**src/sv/vbfp_pkg.sv**
```systemverilog
package vbfp_pkg;

  localparam int unsigned FIELD_W    = 16;
  localparam int unsigned BIN_W      = 4;
  localparam int unsigned ID_W       = 10;
  localparam int unsigned SUM_OUT_W  = 18;
  localparam int unsigned MAX_DIMS   = 4;

  localparam int unsigned IN_DATA_W  = 144;
  localparam int unsigned IN_USER_W  = 2;
  localparam int unsigned OUT_DATA_W = 40;

  localparam int unsigned BIN_LSB    = 0;
  localparam int unsigned ID_LSB     = BIN_LSB + BIN_W;
  localparam int unsigned UNIT_LSB   = ID_LSB + ID_W;
  localparam int unsigned TOTAL_LSB  = UNIT_LSB + MAX_DIMS * FIELD_W;

  typedef enum logic [1:0] {
    KIND_LOAD  = 2'd0,
    KIND_TRY   = 2'd1,
    KIND_FORCE = 2'd2,
    KIND_QUERY = 2'd3
  } kind_e;

  typedef struct packed {
    logic fits;
    logic placed;
  } merge_res_t;

endpackage

```
**src/sv/vbfp_lane.sv**
```systemverilog
module vbfp_lane import vbfp_pkg::*; #(
  parameter int unsigned AW = 16
) (
  input  logic [AW-1:0] unit_need_i,
  input  logic [AW-1:0] total_need_i,
  input  logic [AW-1:0] unit_cap_i,
  input  logic [AW-1:0] total_cap_i,
  input  logic [AW-1:0] load_i,
  output logic          fit_o,
  output logic [AW-1:0] new_load_o
);

  logic [AW:0] sum;

  assign sum        = {1'b0, load_i} + {1'b0, total_need_i};
  assign fit_o      = (unit_need_i <= unit_cap_i) && (sum <= {1'b0, total_cap_i});
  assign new_load_o = sum[AW] ? {AW{1'b1}} : sum[AW-1:0];

endmodule

```
**src/sv/vbfp_merge.sv**
```systemverilog
module vbfp_merge import vbfp_pkg::*; #(
  parameter int unsigned DIMS = 4,
  parameter int unsigned AW   = 16
) (
  input  kind_e                     kind_i,
  input  logic                      in_range_i,
  input  logic [DIMS-1:0]           lane_fit_i,
  input  logic [DIMS-1:0][AW-1:0]   old_load_i,
  input  logic [DIMS-1:0][AW-1:0]   new_load_i,
  output merge_res_t                res_o,
  output logic [DIMS-1:0][AW-1:0]   final_load_o,
  output logic [AW+1:0]             sum_o
);

  logic fits;
  logic placed;

  assign fits   = in_range_i && (kind_i != KIND_LOAD) && (&lane_fit_i);
  assign placed = in_range_i && ((kind_i == KIND_FORCE) || ((kind_i == KIND_TRY) && fits));

  assign res_o.fits   = fits;
  assign res_o.placed = placed;

  always_comb begin
    sum_o = '0;
    for (int d = 0; d < DIMS; d++) begin
      if (kind_i == KIND_LOAD) begin
        final_load_o[d] = '0;
      end else if (placed) begin
        final_load_o[d] = new_load_i[d];
      end else begin
        final_load_o[d] = old_load_i[d];
      end
      sum_o = sum_o + (AW+2)'(final_load_o[d]);
    end
    if (!in_range_i) begin
      sum_o = '0;
    end
  end

endmodule

```
**src/sv/vector_bin_fit_and_place_core.sv**
```systemverilog
// Vector bin fit-and-place engine. Each word on the slave side addresses one bin: kind 0 loads
// the bin's unit and total capacities and clears its loads, kind 1 places the item only if it
// fits in every dimension, kind 2 places it regardless, kind 3 only reports the fit. Every word
// yields one result word with the echoed ids, fit and placed flags and the bin's load sum
// (18 bits). One word is in flight at a time; it passes through the input register, the bin
// memory read, the per-dimension lane check and the merge with write-back before its result is
// registered. A stalled master side holds the merge step until the result is taken. Bins start
// cleared through per-bin valid flags, so no clearing pass follows reset.
module vector_bin_fit_and_place_core import vbfp_pkg::*; #(
  parameter int unsigned DIMS        = 4,
  parameter int unsigned BINS        = 16,
  parameter int unsigned AMOUNT_BITS = 16
) (
  input  logic                  clk_i,
  input  logic                  rst_ni,
  input  logic                  s_axis_tvalid,
  output logic                  s_axis_tready,
  // bin, item_id, unit_d0..unit_d3, total_d0..total_d3, zero pad
  input  logic [IN_DATA_W-1:0]  s_axis_tdata,
  // kind
  input  logic [IN_USER_W-1:0]  s_axis_tuser,
  output logic                  m_axis_tvalid,
  input  logic                  m_axis_tready,
  // item_echo, bin_echo, fits, placed, bin_load_sum, zero pad
  output logic [OUT_DATA_W-1:0] m_axis_tdata
);

  localparam int unsigned AW    = AMOUNT_BITS;
  localparam int unsigned SUM_W = AW + 2;
  localparam int unsigned ROW_W = (BINS > 1) ? $clog2(BINS) : 1;
  localparam int unsigned EXT_W = BIN_W + 8;

  typedef logic [DIMS-1:0][AW-1:0] amt_vec_t;

  typedef struct packed {
    amt_vec_t unit_cap;
    amt_vec_t total_cap;
    amt_vec_t load;
  } row_t;

  typedef enum logic [3:0] {
    ST_IDLE = 4'b0001,
    ST_READ = 4'b0010,
    ST_CALC = 4'b0100,
    ST_DONE = 4'b1000
  } state_e;

  state_e state_q, state_d;

  kind_e            kind_q;
  logic [BIN_W-1:0] bin_q;
  logic [ID_W-1:0]  id_q;
  amt_vec_t         unit_q, total_q;
  amt_vec_t         unit_in, total_in;

  row_t             mem_q [BINS];
  logic [BINS-1:0]  valid_q;
  row_t             rd_row_q;
  logic             rd_valid_q;
  row_t             rd_row;
  row_t             row_wr;

  logic [DIMS-1:0]  lane_fit;
  amt_vec_t         lane_new;
  logic [DIMS-1:0]  lane_fit_q;
  amt_vec_t         lane_new_q;

  merge_res_t       res;
  amt_vec_t         final_load;
  logic [SUM_W-1:0] sum;

  logic [EXT_W-1:0] bin_ext;
  logic [ROW_W-1:0] idx;
  logic             in_range;
  logic             in_fire;
  logic             out_free;
  logic             wr_en;

  logic                  m_valid_q;
  logic [OUT_DATA_W-1:0] m_data_q;

  for (genvar gd = 0; gd < DIMS; gd++) begin : g_unpack
    assign unit_in[gd]  = AW'(s_axis_tdata[UNIT_LSB + FIELD_W*gd +: FIELD_W]);
    assign total_in[gd] = AW'(s_axis_tdata[TOTAL_LSB + FIELD_W*gd +: FIELD_W]);
  end

  assign s_axis_tready = (state_q == ST_IDLE);
  assign in_fire       = s_axis_tvalid && s_axis_tready;
  assign out_free      = !m_valid_q || m_axis_tready;

  assign bin_ext  = {8'd0, bin_q};
  assign in_range = bin_ext < EXT_W'(BINS);
  assign idx      = bin_ext[ROW_W-1:0];

  always_comb begin
    state_d = state_q;
    case (state_q)
      ST_IDLE: if (in_fire) state_d = ST_READ;
      ST_READ: state_d = ST_CALC;
      ST_CALC: state_d = ST_DONE;
      ST_DONE: if (out_free) state_d = ST_IDLE;
      default: state_d = ST_IDLE;
    endcase
  end

  always_ff @(posedge clk_i or negedge rst_ni) begin
    if (!rst_ni) begin
      state_q <= ST_IDLE;
    end else begin
      state_q <= state_d;
    end
  end

  always_ff @(posedge clk_i) begin
    if (in_fire) begin
      kind_q  <= kind_e'(s_axis_tuser);
      bin_q   <= s_axis_tdata[BIN_LSB +: BIN_W];
      id_q    <= s_axis_tdata[ID_LSB +: ID_W];
      unit_q  <= unit_in;
      total_q <= total_in;
    end
  end

  // bin memory: one read in ST_READ, one write-back in ST_DONE for an in-range bin
  always_ff @(posedge clk_i) begin
    if (wr_en) begin
      mem_q[idx] <= row_wr;
    end
    if (state_q == ST_READ) begin
      rd_row_q <= mem_q[idx];
    end
  end

  always_ff @(posedge clk_i or negedge rst_ni) begin
    if (!rst_ni) begin
      valid_q    <= '0;
      rd_valid_q <= 1'b0;
    end else begin
      if (wr_en) begin
        valid_q[idx] <= 1'b1;
      end
      if (state_q == ST_READ) begin
        rd_valid_q <= in_range && valid_q[idx];
      end
    end
  end

  assign rd_row = rd_valid_q ? rd_row_q : '0;

  for (genvar gl = 0; gl < DIMS; gl++) begin : g_lane
    vbfp_lane #(
      .AW (AW)
    ) u_lane (
      .unit_need_i  (unit_q[gl]),
      .total_need_i (total_q[gl]),
      .unit_cap_i   (rd_row.unit_cap[gl]),
      .total_cap_i  (rd_row.total_cap[gl]),
      .load_i       (rd_row.load[gl]),
      .fit_o        (lane_fit[gl]),
      .new_load_o   (lane_new[gl])
    );
  end

  always_ff @(posedge clk_i) begin
    if (state_q == ST_CALC) begin
      lane_fit_q <= lane_fit;
      lane_new_q <= lane_new;
    end
  end

  vbfp_merge #(
    .DIMS (DIMS),
    .AW   (AW)
  ) u_merge (
    .kind_i       (kind_q),
    .in_range_i   (in_range),
    .lane_fit_i   (lane_fit_q),
    .old_load_i   (rd_row.load),
    .new_load_i   (lane_new_q),
    .res_o        (res),
    .final_load_o (final_load),
    .sum_o        (sum)
  );

  assign wr_en = (state_q == ST_DONE) && out_free && in_range;

  always_comb begin
    if (kind_q == KIND_LOAD) begin
      row_wr.unit_cap  = unit_q;
      row_wr.total_cap = total_q;
      row_wr.load      = '0;
    end else begin
      row_wr.unit_cap  = rd_row.unit_cap;
      row_wr.total_cap = rd_row.total_cap;
      row_wr.load      = final_load;
    end
  end

  always_ff @(posedge clk_i or negedge rst_ni) begin
    if (!rst_ni) begin
      m_valid_q <= 1'b0;
    end else if ((state_q == ST_DONE) && out_free) begin
      m_valid_q <= 1'b1;
    end else if (m_axis_tready) begin
      m_valid_q <= 1'b0;
    end
  end

  always_ff @(posedge clk_i) begin
    if ((state_q == ST_DONE) && out_free) begin
      m_data_q <= {6'd0, SUM_OUT_W'(sum), res.placed, res.fits, bin_q, id_q};
    end
  end

  assign m_axis_tvalid = m_valid_q;
  assign m_axis_tdata  = m_data_q;

endmodule

```
**config.mk**
```make
export PLATFORM = sky130hd
export DESIGN_NAME = vector_bin_fit_and_place_core
export DESIGN_NICKNAME = d
export VERILOG_FILES = /design/src/sv/vbfp_pkg.sv /design/src/sv/vbfp_lane.sv /design/src/sv/vbfp_merge.sv /design/src/sv/vector_bin_fit_and_place_core.sv
export SDC_FILE = /design/constraint.sdc
export NUM_CORES = 2
export LEC_CHECK = 0
export ABC_CLOCK_PERIOD_IN_PS = 29800
export BUFFER_PORTS_ARGS = -buffer_cell sky130_fd_sc_hd__buf_2
export CAP_MARGIN = 20
export CORE_ASPECT_RATIO = 0.8
export CORE_UTILIZATION = 63
export DETAILED_ROUTE_END_ITERATION = 8
export PLACE_DENSITY = 0.8
export SETUP_SLACK_MARGIN = 0.15
export SLEW_MARGIN = 5
export SYNTH_ARGS = -nofsm -noshare
export SYNTH_HDL_FRONTEND = slang
export SYNTH_SLANG_ARGS = --single-unit
```
**constraint.sdc**
```tcl
create_clock -name clk_i -period 29.8 [get_ports clk_i]
set_input_delay 5.96 -clock clk_i [delete_from_list [all_inputs] [get_ports clk_i]]
set_output_delay 5.96 -clock clk_i [all_outputs]
set_load 0.02 [all_outputs]
```
# Word-level counts from Yosys, hierarchy flattened
# Memory sizes are Yosys's and may differ from the RTL's. A register that Yosys moved wholly into a read port is not among the register bits.
# Cells that the tools add are included.
[op_classes]
n_addsub = 7
order_cmp = 11
n_eq_ne = 8
n_mux = 21
bitwise = 1
reduce_logical = 21
[ops]
columns = ["op", "count"]
rows = [
  ["$mux W192", 2],
  ["$mux W16", 8],
  ["$add A16 B16 Y17", 5],
  ["$le A17 B16 Y1", 4],
  ["$le A16 B16 Y1", 4],
  ["$add A18 B16 Y18", 2],
  ["$or A16 B16 Y16", 1],
  ["$pmux W4 S4", 1],
  ["$logic_and A1 B1 Y1", 13],
  ["$lt A4 B5 Y1 const B", 2],
  ["$mux W4", 2],
  ["$mux W1", 6],
  ["$bmux W1 S4", 1],
  ["$demux W1 S4", 1],
  ["$eq A4 B1 Y1 const B", 1],
  ["$eq A4 B2 Y1 const B", 1],
  ["$eq A4 B3 Y1 const B", 1],
  ["$eq A4 B4 Y1 const B", 1],
  ["$ge A4 B1 Y1 const B", 1],
  ["$reduce_and A4 Y1", 1],
  ["$reduce_bool A2 Y1", 2],
  ["$eq A2 B1 Y1 const B", 1],
  ["$eq A2 B2 Y1 const B", 1],
  ["$logic_not A2 Y1", 1],
  ["other kinds (5)", 6],
]
[word_totals]
regBits = 268
ramBits = 3072
inputBits = 150
out_inout_bits = 42
elab_cells = 92
mem_count = 1
[memory_table]
columns = ["name", "words", "word_bits", "read_ports", "rd_clocked_by_memory_dff", "wr", "line", "source"]
rows = [
  ["mem_q", 16, 192, 1, 1, 1, "vector_bin_fit_and_place_core.sv:56", "row_t mem_q [BINS];"],
]

# Logic depth before layout (Yosys ltp)
[depth]
depth_word = 11
mapped_depth = 27
depth_no_buf = 24

# Hierarchy
# From an unflattened synthesis, not the netlist that was laid out.
[hier_totals]
hier_cells = 6616
area_unflattened_um2 = 142238.9
[by_module_without_submodules]
columns = ["mod", "instances", "cells_per_inst", "area_each_um2", "seq_area_each_um2"]
rows = [
  ["vector_bin_fit_and_place_core", 1, 5217, 132500.8, 105952.9],
  ["vbfp_lane", 4, 233, 1707.9, 0.0],
  ["vbfp_merge", 1, 467, 2906.5, 0.0],
]

# Worst setup path after synthesis
# Ideal clock, no wire load.
[synth_path]
path_kind = "reg2reg"
from = "register state_q[1]"
to = "register rd_valid_q"
setup_time_ns = 0.166
t_arrival_ns = 22.582
required_ns = 29.634
setup_slack_ns = 7.053
stages_incl_launch_ff = 3
path_buffers = 0
period_less_slack_ns = 22.747
path_cell_list = "dfrtp_1 > nor4b_1 > mux2_2"
[synth_between]
elab_chain_len = 1
[synth_rtl]
columns = ["element", "line", "source"]
rows = [
  ["start, declared", "vector_bin_fit_and_place_core.sv:48", "state_e state_q, state_d;"],
  ["start signal, assigned", "vector_bin_fit_and_place_core.sv:110", "state_q <= state_d;"],
  ["$eq A4 B2 Y1", "vector_bin_fit_and_place_core.sv:142", "if (state_q == ST_READ) begin"],
  ["end signal, assigned", "vector_bin_fit_and_place_core.sv:143", "rd_valid_q <= in_range && valid_q[idx];"],
  ["end, declared", "vector_bin_fit_and_place_core.sv:59", "logic rd_valid_q;"],
]
# Every way passes these cells.
# A chain may end at the register's enable or synchronous reset.

# Worst setup path after layout
[layout_path]
from = "input port m_axis_tready"
to = "memory mem_q[7][105] in the netlist's numbering, enable pin"
[layout_between]
elab_chain_len = 5
[layout_rtl]
columns = ["element", "line", "source"]
rows = [
  ["start, declared", "vector_bin_fit_and_place_core.sv:23", "input logic m_axis_tready,"],
  ["$logic_or A1 B1 Y1", "vector_bin_fit_and_place_core.sv:89", "assign out_free = !m_valid_q || m_axis_tready;"],
  ["$logic_and A1 B1 Y1 (2 in a row)", "vector_bin_fit_and_place_core.sv:185", "assign wr_en = (state_q == ST_DONE) && out_free && in_range;"],
  ["via wr_en", "vector_bin_fit_and_place_core.sv:77", "logic wr_en;"],
  ["$mux W1", "vector_bin_fit_and_place_core.sv:126", "if (wr_en) begin"],
  ["$mux W1 (implied by the code)", "vector_bin_fit_and_place_core.sv:127", "mem_q[idx] <= row_wr;"],
  ["end, declared", "vector_bin_fit_and_place_core.sv:56", ""],
]
# The timed path passes the listed nets, and every way through them passes these cells.

==> flow_summary.toml <==
[clocking]
cts_resized = 0
clock-root-buffer = "clkbuf_16"
cts_tree = "built"
clockBufferDepth = 4
numCtsBuffers = 327
cts_setup_buffers = 0
clk_pin_slew_ps = 60
cts.sinks = 3532
clock_latency_ps = 890
htreeDepth = 5
postCtsHoldBufs = 0

[place]
dp_hpwl_um = 179300
io_buffers = 183
place_congestion = 0.8755

[logic_synthesis]
synthCells = 6562
async_flop_share_pct = 0.6229
synth.most_common_cell = "edfxtp_1"
synth-edff-count = 3510
synthTopCellsByCount = "edfxtp_1 (3510), mux4_2 (965), nand2_1 (403)"
syn_area_um2 = 140500
netlist.area_leader.share_pct = 75.03
yosysTopAreaCell = "edfxtp_1"
synthTopCellsByArea = "edfxtp_1 (75%), mux4_2 (15%), ha_1 (2.0%)"
synth_cell_type_count = 79
ys.flop_type = "edfxtp_1"
synth_warnings = 0
yosysSeqAreaShare_pct = 75.43
avgSynthCellArea_um2 = 21.41
synth-seq-cells = 3532

[finish]
seqCellArea_um2 = 106000
drive_gt1_share_pct = 26.83
nets = 7449
n_fill_cell = 12220
final_util_pct = 70.82
multi_input_area_um2 = 32950
synthToLayoutAreaGrowth_pct = 11.33

[timing]
setup_viol = 0
fmax_mhz = 101.2
grt_setup_unrepaired = "no"
slew_headroom_pct = 19.78
fin_hold_ws_ps = 419.6
skew_ps = 54.77
fin_crit_ps = 9878
hold_viol = 0
worst_pin_slew_ps = 1203
fin_crit_sh_pct = 33.15
maxSlewViolCount = 0
setup_tns_ps = 0

[power_and_ir_drop]
p_int_mw = 9.451
power_switching_mw = 3.838
clockPowerShare_pct = 30.6
p_leak_nw = 51.47
p_per_area_nw_per_um2 = 84.98
ir_drop_uv = 96.94
p_seq_share_pct = 46.3
p_comb_share_pct = 23.2
sw_frac_of_total_pct = 28.88

[detailed_routing]
drtAntennaViolNets = 0
drc = 0
vias = 71490
routed_wl_um = 353000
drt_iter0_drc = 10260
wl_per_cell_um = 34.36
drtPass1Iterations = 8
via_per_inst = 6.959

[floorplanning]
start_util_pct = 63.61
die_area_um2 = 224900
pin_count = 192
die_height_um = 424.3
die_width_um = 529.9
coreArea_um2 = 220800
rows = 154

[critical_path]
crit_path_top_delay_cell = "nor2_4"
rr_startpoint = "rd_valid_q"
path_delay_family = "buffers and inverters"
r2r_end = "m_axis_tdata[30]"
critPathKind = "in -> reg"
cp.buffers_inverters = 5
cp.required_ps = 30290
ff2ff_setup_slack_ps = 22510
ff2ff_path_depth = 19
worstPathArrival_ps = 10370
path_cells = "buf_2 > nand2b_1 > nand2b_1 > inv_2 > buf_4 > nand3_1 > nor2_4 > buf_4 > buf_4"
worstPathMaxFanout = 41
cp-end-kind = "register"
start_kind = "primary input"
crit_top_cell = "buf_4"
max_stage_delay_ps = 900

[grt]
grt_pass1_wl_um = 509000
antenna_found_initial = 6
track_usage_pct = 31.84
grt_max_degree = 142
grt_pass1_vias = 74050
grt-ovfl-total = 0

[min_path]
worst_hold_path_type = "reg -> reg"
hold_depth = 0
min_to = "m_axis_tdata[5]"
hold_start = "id_q[5]"

[flow_run]
cap_violations = 0

[outcome]
outcome = "completed"
## routing by layer
metal | track usage (%) | wire length (um)
met1 | 42.25 | 121000
met2 | 52.38 | 175100
met4 | 14.05 | 17520
met3 | 5.861 | 39300
met5 | 0 | 22
## sequential cells by signal, indices dropped and copies added (netlist names)
signal         count
rd_row_q         192
m_axis_tvalid      1
total_q           64
mem_q           3072
rd_valid_q         1
bin_q              4
lane_new_q        64
state_q            4
id_q              10
unit_q            64
m_axis_tdata      34
kind_q             2
valid_q           16
lane_fit_q         4
## through the flow
step / worst slack [ps] / instance area (um2) / total power [mW] / instances
6_report: 19920 / 156400 / 13.29 / 10270
5_1_grt: 19890 / 156400 / 13.68 / 10270
4_1_cts: 20030 / 156300 / 13.29 / 10250
3_5_place_dp: 19140 / 146100 / 9.209 / 9675
3_3_place_gp: 19190 / 145900 / 9.085 / 9636
2_1_floorplan: 7053 / 140500 / 8.176 / 6567
## placed cells by master, fill, tap and decap left out, types with 73 or more instances in the layout
cell | Yosys | routed
a21oi_1 | 132 | 130
buf_2 | 89 | 208
buf_4 | 7 | 236
clkbuf_16 | 0 | 334
edfxtp_1 | 3510 | 3510
ha_1 | 224 | 224
inv_1 | 116 | 115
mux4_2 | 965 | 965
nand2_1 | 403 | 403
nor2_1 | 86 | 73
o21ai_0 | 180 | 176
## power groups by stage
stage          Sequential, mW  Combinational, mW  Clock [mW]
2_1_floorplan            6.23               1.95           0
3_3_place_gp             6.25               2.83           0
3_5_place_dp             6.25               2.96           0
4_1_cts                  6.15               3.04        4.10
5_1_grt                  6.15               3.25        4.28
6_report                 6.15               3.08        4.06
## final cells by class
class                   count  area share (%)
repair buffers            461           2.012
inverters                 116          0.2784
clock buffers             400           5.503
diodes                      8         0.01280
clock inverters           177          0.9961
well taps                2964           2.371
flip-flops and latches   3532           67.75
multi-input cells        2615           21.07
## logic make-up after synthesis
kind of cell	count (synthesis)	share of synthesized area, %
xor gates and xnor gates	67	0.4178
and+or+nand+nor	784	2.612
DFF	3532	75.43
muxes	987	15.65
other	1	0.002670
adders and majority gates	246	2.309
buffers and inverters	420	1.236
AOI/OAI and AO/OA	525	2.351
## worst max-delay path by stage
stage | from | endpoint | depth (start not counted)
after floorplan | state_q[1] | rd_valid_q | 2
after global placement | m_axis_tready | mem_q[7][61] | 9
after detailed placement | m_axis_tready | mem_q[7][63] | 9
after CTS | m_axis_tready | mem_q[7][56] | 9
after global routing | m_axis_tready | mem_q[7][105] | 9
final | m_axis_tready | mem_q[7][105] | 9
Power figures use the tool's default switching activity.
